$ cat config.mk
export PLATFORM = sky130hd
export DESIGN_NAME = lut_piecewise_linear_lookup_unit
export DESIGN_NICKNAME = d
export VERILOG_FILES = /design/src/rtl/lut_pkg.sv /design/src/rtl/lut_tbl.sv /design/src/rtl/lut_div.sv /design/src/rtl/lut_piecewise_linear_lookup_unit.sv
export SDC_FILE = /design/constraint.sdc
export NUM_CORES = 2
export LEC_CHECK = 0
export ABC_CLOCK_PERIOD_IN_PS = 8000
export BUFFER_PORTS_ARGS = -buffer_cell sky130_fd_sc_hd__buf_2
export CAP_MARGIN = 20
export CORE_UTILIZATION = 46
export DETAILED_ROUTE_END_ITERATION = 10
export PLACE_DENSITY = 0.64
export RECOVER_POWER = 50
export SYNTH_ARGS = -nofsm -noshare
export SYNTH_HDL_FRONTEND = slang
export SYNTH_SLANG_ARGS = --single-unit
$ cat constraint.sdc
create_clock -name clk -period 8 [get_ports clk]
set_input_delay 0 -clock clk [delete_from_list [all_inputs] [get_ports clk]]
set_output_delay 0 -clock clk [all_outputs]
set_load 0.005 [all_outputs]
$ cat src/rtl/lut_pkg.sv
`default_nettype none

package lut_pkg;

	localparam int unsigned DATA_W = 16;
	localparam int unsigned DEPTH  = 64;
	localparam int unsigned IDX_W  = 6;
	localparam int unsigned CNT_W  = 7;
	localparam int unsigned PROD_W = 2 * DATA_W;
	localparam int unsigned STEP_W = 5;

	localparam logic [CNT_W-1:0]  MIN_ENTRIES   = 7'd4;
	localparam logic [CNT_W-1:0]  MAX_ENTRIES   = 7'd64;
	localparam logic [CNT_W-1:0]  RESET_ENTRIES = 7'd64;
	localparam logic [DATA_W-1:0] DATA_MAX      = 16'hFFFF;

	// opcodes
	localparam logic [1:0] OP_WRITE = 2'd0;
	localparam logic [1:0] OP_FWD   = 2'd1;
	localparam logic [1:0] OP_INV   = 2'd2;

	// status codes
	localparam logic [1:0] ST_OK    = 2'd0;
	localparam logic [1:0] ST_BELOW = 2'd1;
	localparam logic [1:0] ST_SAT   = 2'd2;

	typedef struct packed {
		logic [1:0]        opcode;
		logic [IDX_W-1:0]  entry_index;
		logic [DATA_W-1:0] entry_key;
		logic [DATA_W-1:0] entry_value;
		logic [DATA_W-1:0] query_point;
	} req_t;

	typedef struct packed {
		logic [DATA_W-1:0] answer;
		logic [1:0]        status;
		logic [IDX_W-1:0]  segment;
	} rsp_t;

	typedef enum logic [3:0] {
		S_IDLE,
		S_SCAN,
		S_RD0,
		S_RD1,
		S_RD2,
		S_MUL,
		S_PREP,
		S_DIV,
		S_FIN
	} state_t;

endpackage

`default_nettype wire

$ cat src/rtl/lut_tbl.sv
`default_nettype none

module lut_tbl (
	input  wire logic                       clk,
	input  wire logic                       we,
	input  wire logic [lut_pkg::IDX_W-1:0]  waddr,
	input  wire logic [lut_pkg::DATA_W-1:0] wdata,
	input  wire logic [lut_pkg::IDX_W-1:0]  raddr,
	output logic      [lut_pkg::DATA_W-1:0] rdata
);

	logic [lut_pkg::DATA_W-1:0] mem_q [lut_pkg::DEPTH];

	always_ff @(posedge clk) begin
		if (we) begin
			mem_q[waddr] <= wdata;
		end
	end

	// registered read
	always_ff @(posedge clk) begin
		rdata <= mem_q[raddr];
	end

endmodule

`default_nettype wire

$ cat src/rtl/lut_div.sv
`default_nettype none

module lut_div (
	input  wire logic                       clk,
	input  wire logic                       arst_n,
	input  wire logic                       start,
	input  wire logic [lut_pkg::PROD_W-1:0] dividend,
	input  wire logic [lut_pkg::DATA_W-1:0] divisor,
	output logic                            done,
	output logic      [lut_pkg::PROD_W-1:0] quotient
);

	logic                        run_q;
	logic [lut_pkg::STEP_W-1:0]  cnt_q;
	logic [lut_pkg::DATA_W-1:0]  rem_q;
	logic [lut_pkg::DATA_W-1:0]  dvs_q;
	logic [lut_pkg::PROD_W-1:0]  quo_q;
	logic                        done_q;
	logic [lut_pkg::DATA_W:0]    trial;
	logic [lut_pkg::DATA_W:0]    diff;
	logic                        ge;

	// one restoring step per cycle
	always_comb begin
		trial = {rem_q, quo_q[lut_pkg::PROD_W-1]};
		diff  = trial - {1'b0, dvs_q};
		ge    = trial >= {1'b0, dvs_q};
	end

	always_ff @(posedge clk or negedge arst_n) begin
		if (!arst_n) begin
			run_q  <= 1'b0;
			cnt_q  <= '0;
			done_q <= 1'b0;
		end else begin
			done_q <= 1'b0;
			if (start) begin
				run_q <= 1'b1;
				cnt_q <= '0;
			end else if (run_q) begin
				cnt_q <= cnt_q + 1'b1;
				if (cnt_q == {lut_pkg::STEP_W{1'b1}}) begin
					run_q  <= 1'b0;
					done_q <= 1'b1;
				end
			end
		end
	end

	always_ff @(posedge clk) begin
		if (start) begin
			rem_q <= '0;
			dvs_q <= divisor;
			quo_q <= dividend;
		end else if (run_q) begin
			rem_q <= ge ? diff[lut_pkg::DATA_W-1:0] : trial[lut_pkg::DATA_W-1:0];
			quo_q <= {quo_q[lut_pkg::PROD_W-2:0], ge};
		end
	end

	assign done     = done_q;
	assign quotient = quo_q;

endmodule

`default_nettype wire

$ cat src/rtl/lut_piecewise_linear_lookup_unit.sv
// One-dimensional piecewise-linear lookup over a 64-entry key table and value
// table of unsigned 16-bit entries. A write word (opcode write) stores key and
// value at entry_index and is done in its accept cycle: busy stays low and no
// result appears. A forward lookup searches the key table and answers from the
// value table; an inverse lookup swaps them. The search walks the first n
// entries (n = entries_in_use clamped to 4..64) through the table memory's
// single registered read port, one entry per cycle, and keeps the last entry at
// or below the query; the segment is clamped to n-2. The two segment ends are
// then read, one multiply forms dy*dx, and a restoring divider produces one
// quotient bit per cycle. A lookup skips the divide when the segment ends are
// equal, and ends after the first compare when the query lies below entry 0.
// busy is high from accept until the result; the result shows for exactly one
// cycle with done high and cannot be held off, so the receiver must take it
// then. Config writes are always ready and should only be issued while busy
// is low. Table contents after reset are undefined until written.
`default_nettype none

module lut_piecewise_linear_lookup_unit (
	input  wire logic                       clk,
	input  wire logic                       arst_n,
	// command side
	input  wire logic                       start,
	input  wire lut_pkg::req_t              req,
	output logic                            busy,
	// result side
	output logic                            done,
	output lut_pkg::rsp_t                   rsp,
	// config: entries_in_use
	input  wire logic                       cfg_valid,
	output logic                            cfg_ready,
	input  wire logic [lut_pkg::CNT_W-1:0]  cfg_data
);

	localparam int unsigned DW = lut_pkg::DATA_W;
	localparam int unsigned IW = lut_pkg::IDX_W;
	localparam int unsigned CW = lut_pkg::CNT_W;
	localparam int unsigned PW = lut_pkg::PROD_W;

	lut_pkg::state_t state_q, state_d;

	logic [CW-1:0] eiu_q;      // entries_in_use register
	logic [CW-1:0] n_q;        // clamped entry count for this lookup
	logic [IW-1:0] cnt_q;      // scan position of the word on the read port
	logic [IW-1:0] idx_q;      // last entry found at or below the query
	logic [IW-1:0] seg_q;
	logic          inv_q;
	logic [DW-1:0] x_q;
	logic [DW-1:0] x1_q, y1_q, x2_q, y2_q;
	logic [PW-1:0] prod_q;
	logic [DW-1:0] add_q;
	logic          neg_q;
	logic          done_q;
	lut_pkg::rsp_t rsp_q;

	logic          accept;
	logic          lookup_go;
	logic          wr_en;
	logic [CW-1:0] n_clamp;
	logic [IW-1:0] rd_addr;
	logic [DW-1:0] kd, vd, xs_d, ys_d;
	logic          scan_le, scan_last;
	logic [IW-1:0] idx_fin, seg_fin;
	logic [CW-1:0] nm2;

	// arithmetic on the segment
	logic          eq_ends;
	logic          neg_dy, neg_dx, neg_dd;
	logic [DW-1:0] ady, adx, add;
	logic [DW:0]   avg_sum;
	logic          div_start, div_done;
	logic [PW-1:0] div_quo;
	logic          sat;
	logic [DW-1:0] fin_ans;

	assign accept    = start && !busy;
	assign lookup_go = accept && (req.opcode == lut_pkg::OP_FWD || req.opcode == lut_pkg::OP_INV);
	assign wr_en     = accept && (req.opcode == lut_pkg::OP_WRITE);
	assign cfg_ready = 1'b1;
	assign busy      = (state_q != lut_pkg::S_IDLE);
	assign done      = done_q;
	assign rsp       = rsp_q;

	// clamp entry count to 4..64
	assign n_clamp = (eiu_q < lut_pkg::MIN_ENTRIES) ? lut_pkg::MIN_ENTRIES :
	                 (eiu_q > lut_pkg::MAX_ENTRIES) ? lut_pkg::MAX_ENTRIES : eiu_q;

	// key and value tables share write and read addresses
	lut_tbl u_key_tbl (
		.clk   (clk),
		.we    (wr_en),
		.waddr (req.entry_index),
		.wdata (req.entry_key),
		.raddr (rd_addr),
		.rdata (kd)
	);

	lut_tbl u_val_tbl (
		.clk   (clk),
		.we    (wr_en),
		.waddr (req.entry_index),
		.wdata (req.entry_value),
		.raddr (rd_addr),
		.rdata (vd)
	);

	// searched table and answer table, swapped for inverse lookup
	assign xs_d = inv_q ? vd : kd;
	assign ys_d = inv_q ? kd : vd;

	// scan compare and segment clamp
	assign scan_le   = (xs_d <= x_q);
	assign scan_last = ({1'b0, cnt_q} == (n_q - 1'b1));
	assign idx_fin   = scan_le ? cnt_q : idx_q;
	assign nm2       = n_q - 7'd2;
	assign seg_fin   = ({1'b0, idx_fin} > nm2) ? nm2[IW-1:0] : idx_fin;

	// segment differences as sign and magnitude
	assign eq_ends = (x1_q == x2_q);
	assign neg_dy  = (y2_q < y1_q);
	assign neg_dx  = (x_q < x1_q);
	assign neg_dd  = (x2_q < x1_q);
	assign ady     = neg_dy ? (y1_q - y2_q) : (y2_q - y1_q);
	assign adx     = neg_dx ? (x1_q - x_q)  : (x_q - x1_q);
	assign add     = neg_dd ? (x1_q - x2_q) : (x2_q - x1_q);
	assign avg_sum = {1'b0, y1_q} + {1'b0, y2_q};

	lut_div u_div (
		.clk      (clk),
		.arst_n   (arst_n),
		.start    (div_start),
		.dividend (prod_q),
		.divisor  (add_q),
		.done     (div_done),
		.quotient (div_quo)
	);

	// saturate y1 +/- quotient
	always_comb begin
		if (neg_q) begin
			sat     = div_quo > {{(PW-DW){1'b0}}, y1_q};
			fin_ans = sat ? '0 : (y1_q - div_quo[DW-1:0]);
		end else begin
			sat     = div_quo > {{(PW-DW){1'b0}}, (lut_pkg::DATA_MAX - y1_q)};
			fin_ans = sat ? lut_pkg::DATA_MAX : (y1_q + div_quo[DW-1:0]);
		end
	end

	// sequencer: next state, read address, divider start
	always_comb begin
		state_d   = state_q;
		rd_addr   = seg_q;
		div_start = 1'b0;
		unique case (state_q)
			lut_pkg::S_IDLE: begin
				rd_addr = '0;
				if (lookup_go) begin
					state_d = lut_pkg::S_SCAN;
				end
			end
			lut_pkg::S_SCAN: begin
				rd_addr = cnt_q + 1'b1;
				if (cnt_q == '0 && !scan_le) begin
					state_d = lut_pkg::S_IDLE;
				end else if (scan_last) begin
					state_d = lut_pkg::S_RD0;
				end
			end
			lut_pkg::S_RD0: begin
				rd_addr = seg_q;
				state_d = lut_pkg::S_RD1;
			end
			lut_pkg::S_RD1: begin
				rd_addr = seg_q + 1'b1;
				state_d = lut_pkg::S_RD2;
			end
			lut_pkg::S_RD2: begin
				state_d = lut_pkg::S_MUL;
			end
			lut_pkg::S_MUL: begin
				state_d = eq_ends ? lut_pkg::S_IDLE : lut_pkg::S_PREP;
			end
			lut_pkg::S_PREP: begin
				div_start = 1'b1;
				state_d   = lut_pkg::S_DIV;
			end
			lut_pkg::S_DIV: begin
				if (div_done) begin
					state_d = lut_pkg::S_FIN;
				end
			end
			lut_pkg::S_FIN: begin
				state_d = lut_pkg::S_IDLE;
			end
			default: begin
				state_d = lut_pkg::S_IDLE;
			end
		endcase
	end

	always_ff @(posedge clk or negedge arst_n) begin
		if (!arst_n) begin
			state_q <= lut_pkg::S_IDLE;
		end else begin
			state_q <= state_d;
		end
	end

	// control registers
	always_ff @(posedge clk or negedge arst_n) begin
		if (!arst_n) begin
			eiu_q  <= lut_pkg::RESET_ENTRIES;
			done_q <= 1'b0;
			cnt_q  <= '0;
		end else begin
			if (cfg_valid && cfg_ready) begin
				eiu_q <= cfg_data;
			end
			done_q <= 1'b0;
			if (lookup_go) begin
				cnt_q <= '0;
			end else if (state_q == lut_pkg::S_SCAN) begin
				cnt_q <= cnt_q + 1'b1;
			end
			if (state_q == lut_pkg::S_SCAN && cnt_q == '0 && !scan_le) begin
				done_q <= 1'b1;
			end
			if (state_q == lut_pkg::S_MUL && eq_ends) begin
				done_q <= 1'b1;
			end
			if (state_q == lut_pkg::S_FIN) begin
				done_q <= 1'b1;
			end
		end
	end

	// datapath registers
	always_ff @(posedge clk) begin
		if (lookup_go) begin
			x_q   <= req.query_point;
			inv_q <= (req.opcode == lut_pkg::OP_INV);
			n_q   <= n_clamp;
			idx_q <= '0;
		end
		case (state_q)
			lut_pkg::S_SCAN: begin
				idx_q <= idx_fin;
				seg_q <= seg_fin;
				if (cnt_q == '0 && !scan_le) begin
					rsp_q.answer  <= '0;
					rsp_q.status  <= lut_pkg::ST_BELOW;
					rsp_q.segment <= '0;
				end
			end
			lut_pkg::S_RD1: begin
				x1_q <= xs_d;
				y1_q <= ys_d;
			end
			lut_pkg::S_RD2: begin
				x2_q <= xs_d;
				y2_q <= ys_d;
			end
			lut_pkg::S_MUL: begin
				prod_q <= ady * adx;
				add_q  <= add;
				neg_q  <= (neg_dy != neg_dx) != neg_dd;
				if (eq_ends) begin
					rsp_q.answer  <= avg_sum[DW:1];
					rsp_q.status  <= lut_pkg::ST_OK;
					rsp_q.segment <= seg_q;
				end
			end
			lut_pkg::S_FIN: begin
				rsp_q.answer  <= fin_ans;
				rsp_q.status  <= sat ? lut_pkg::ST_SAT : lut_pkg::ST_OK;
				rsp_q.segment <= seg_q;
			end
			default: begin
			end
		endcase
	end

endmodule

`default_nettype wire

==> impl_results.md <==
* Initial DRC Count at 7239
* CP peak stage delay at 0.56 ns
* WS Path Type: reg -> reg
* Fill cells at 19700
* Largest family of logic cells by synthesized area: simple AND/OR/NAND/NOR gates
* Mux cell area share after synthesis at 0.960%
* Core area at 235000 µm²
* Failing checks: capacitance limit, slew limit, setup timing
* Final setup fails at 9
* Netlist Area Pre-Place at 109000 µm²
* Post-synth EDFFs at 2269
* Clk sink count at 2342
* Drt wl/cell at 24.5 µm
* Worst path slowest cell: fa_1
* Max_cap viols at 36
* Relative slew slack at -118%
* Synth Area in Compound Gates at 8.64%
* CP startpoint kind: flop
* Clock Latency Late Sink at 0.90 ns
* Global route overflow at 0
* Yosys cell types at 89
* Area Growth Syn to Fin at 14.4%
* Async S/R FF share, synth at 1.07%
* Most used cell, CP: fa_1
* ANT nets after route at 0
* Yosys top cell area share at 62.5%
* Final RePlAce weighted congestion at 0.928
* CTS tree: done
* Ys flop type: edfxtp_1
* Simple-gate area share of the yosys netlist at 14.1%
* Min Clock Period, post-route at 8.11 ns
* Total CTS buffers at 233
* Fraction of layout cells with a size suffix above 1 at 11.2%
* Outcome: finished with violations
* Crit Path Max Fanout at 6
* Synth Area in XOR/XNOR at 1.09%
* Hold Crit Class: in -> reg
* Die Ht at 489 µm
* Mean post-synth cell area at 12.2 µm²
* Post-Synth Adder-Cell Area at 7.29%
* CP Capture Type: flop
* Synth area leader: edfxtp_1
* Syn nets at 9506
* H-tree depth at 4
* Largest buffer count on any clock path at 3
* Die Area at 239000 µm²
* CTS clk-pin slew, worst paths at 0.06 ns
* Root buf cell: clkbuf_16
* Initial antenna violation count at 22
* Final net count at 9868
* Largest net degree at the start of global routing at 168
* Post-DP HPWL at 185 mm
* First-pass GRT wire length at 462 mm
* Req. time, crit path at 8.54 ns
* # DRC at 0
* Worst path arrival time at 8.66 ns
* Hold Violations, Final at 0
* Cells after synthesis at 8926
* Die X at 489 µm
* Standard-cell rows at 178
* Synthesized flop and latch total at 2342
* Fin crit share at 101%
* Worst Clk Skew at 0.114 ns
* GRT Total Usage at 25.7%
* Setup WS post-layout at -0.114 ns
* DR pass1 iterations at 6
* Pins Over Slew Limit at 1771
* Synth area leaders: edfxtp_1, nand2_1, fa_1
* Fin cells at 12600
* DR vias at 74300
* Placed instance count at 12100
* Register area share after synthesis at 63.9%
* F_max at 123 MHz
* Starting density of the core at 46.3%
* DRT Wirelength at 310 mm
* Io pins at 94
* RSZ-0062 raised after global routing: true
* Via count of the first global-routing pass at 72800
* Yosys warns at 0
* Buffers on Ports at 92
* Vias per std cell at 5.88
* Worst-margin pin slew at 3.28 ns
path summary, 6_finish.rpt:
check                                from               to  slack [ns]  cells after the start
worst max-delay path              y2_q[0]       prod_q[26]       -0.11                     34
worst min-delay path               req[1]           x_q[1]        0.05                      2
worst max register to register    y2_q[0]       prod_q[26]       -0.11                     34
worst min register to register  add_q[11]  u_div.dvs_q[11]        0.42                      0
max in group asynchronous          arst_n         cnt_q[0]        6.44                      4
min in group asynchronous          arst_n         eiu_q[6]        0.19                      3
repair_timing:
| action | 4_1_cts | 5_1_grt |
|---|---|---|
| gates cloned | 1 | 0 |
| endpoints found under the setup margin | 14 | 19 |
| resized for setup | 82 | 59 |
| pin swaps | 41 | 37 |
| buffers inserted | 11 | 13 |
| hold endpoints to repair | 2041 | 0 |
| hold buffers | 97 | 0 |
worst max-delay path: cells and delay by family, from the launching register on:
kind	cells	cell delay, ns
xor gates and xnor gates	2	0.28
DFF	1	0.39
and+or+nand+nor	4	0.49
buffers and inverters	8	0.74
adders and majority gates	9	3.79
AOI/OAI and AO/OA	10	1.79
muxes	1	0.33
routing by layer:
metal	vias to the layer above	global-route usage, %	part of all wire [%]
met5	-	0	0.044
met4	14	8.51	3.4
met3	585	3.84	7.6
met2	3142	41.7	47
met1	37400	35.4	42
li1	33200	-	-
synthesized netlist by cell type, types with 7 or more instances:
cell type and instances:
mux2_2 45, buf_4 18, nor3_1 35, nand4_1 22, a31o_2 8, o31ai_1 14, a211oi_1 210, a311oi_1 328
nor4_1 11, ha_1 309, and3_1 211, mux2i_1 54, o21bai_1 20, a21oi_1 216, o21a_1 26, or3_1 18
a31oi_1 147, o22ai_1 18, o41ai_1 7, dfrtp_1 24, nor2_1 265, nand3_1 792, edfxtp_1 2269, buf_2 213
xnor2_1 99, xor2_1 37, nand2_1 1983, a21boi_0 10, nand2b_1 47, dfxtp_1 48, fa_1 204, a21o_1 63
o211ai_1 9, and2_1 38, clkbuf_1 301, o21ai_0 106, a211o_1 7, buf_6 25, inv_1 413, buf_1 27
o311ai_0 7, nand3b_1 14, nor2b_1 48, a22oi_1 70
cell type report:
| type | count | area [µm²] | share of cell area (%) |
|---|---|---|---|
| clock buffers | 317 | 6380 | 5.11 |
| flip-flops and latches | 2342 | 69700 | 55.9 |
| well taps | 3150 | 3940 | 3.16 |
| diodes | 7 | 17.5 | 0.0140 |
| clock inverters | 115 | 1190 | 0.957 |
| multi-input cells | 5585 | 36300 | 29.1 |
| inverters | 414 | 1560 | 1.25 |
| repair buffers | 712 | 5580 | 4.47 |
state kept, by name, summed over array words and instances (netlist names), 4 cells and up:
register,cells
add_q,16
cnt_q,6
eiu_q,7
idx_q,6
n_q,7
prod_q,32
rsp,24
seg_q,6
state_q,4
u_div.cnt_q,5
u_div.dvs_q,16
u_div.quotient,32
u_div.rem_q,16
u_key_tbl.mem_q,1024
u_key_tbl.rdata,16
u_val_tbl.mem_q,1024
u_val_tbl.rdata,16
x1_q,16
x2_q,16
x_q,16
y1_q,16
y2_q,16
metrics by stage:
step	setup TNS, ns	area (µm²)	hold WS (ns)	util (%)	setup slack, ns
finish	-0.561	125000	0.0524	53.0	-0.114
global placement	-5.24	115000	0.0218	49.0	-0.676
detailed placement	-4.78	115000	0.0459	49.0	-0.587
global route	-4.01	125000	0.0543	53.0	-0.416
CTS	-1.64	124000	0.0267	52.9	-0.224
floorplan	0	109000	-0.296	-	0.0148
cell usage in the layout, fill, tap and decap left out, types with 35 or more instances in the layout:
master	Yosys	final
a211oi_1	210	205
a21o_1	63	63
a21oi_1	216	201
a22oi_1	70	68
a311oi_1	328	327
a31oi_1	147	146
and3_1	211	209
buf_4	18	441
clkbuf_1	301	165
clkbuf_16	0	236
clkinv_1	0	44
dfxtp_1	48	48
dlygate4sd3_1	0	96
edfxtp_1	2269	2269
fa_1	204	200
ha_1	309	297
inv_1	413	395
mux2i_1	54	44
nand2_1	1983	1979
nand2b_1	47	47
nand3_1	792	790
nor2_1	265	196
nor2_4	0	65
nor2b_1	48	45
nor3_1	35	35
o21ai_0	106	92
xnor2_1	99	87
cell families (layout without fill, tap and decap cells):
logic type	count (synthesis)	count (layout)
flops	2342	2342
buf+inv	999	1558
fa+ha+maj	513	513
compound gates	1317	1317
xor+xnor	136	136
simple gates	3519	3519
other cells	1	8
mux	99	99
Power is not shown: default switching activity piles up to over one toggle a cycle in this logic, so the estimate is an artifact.
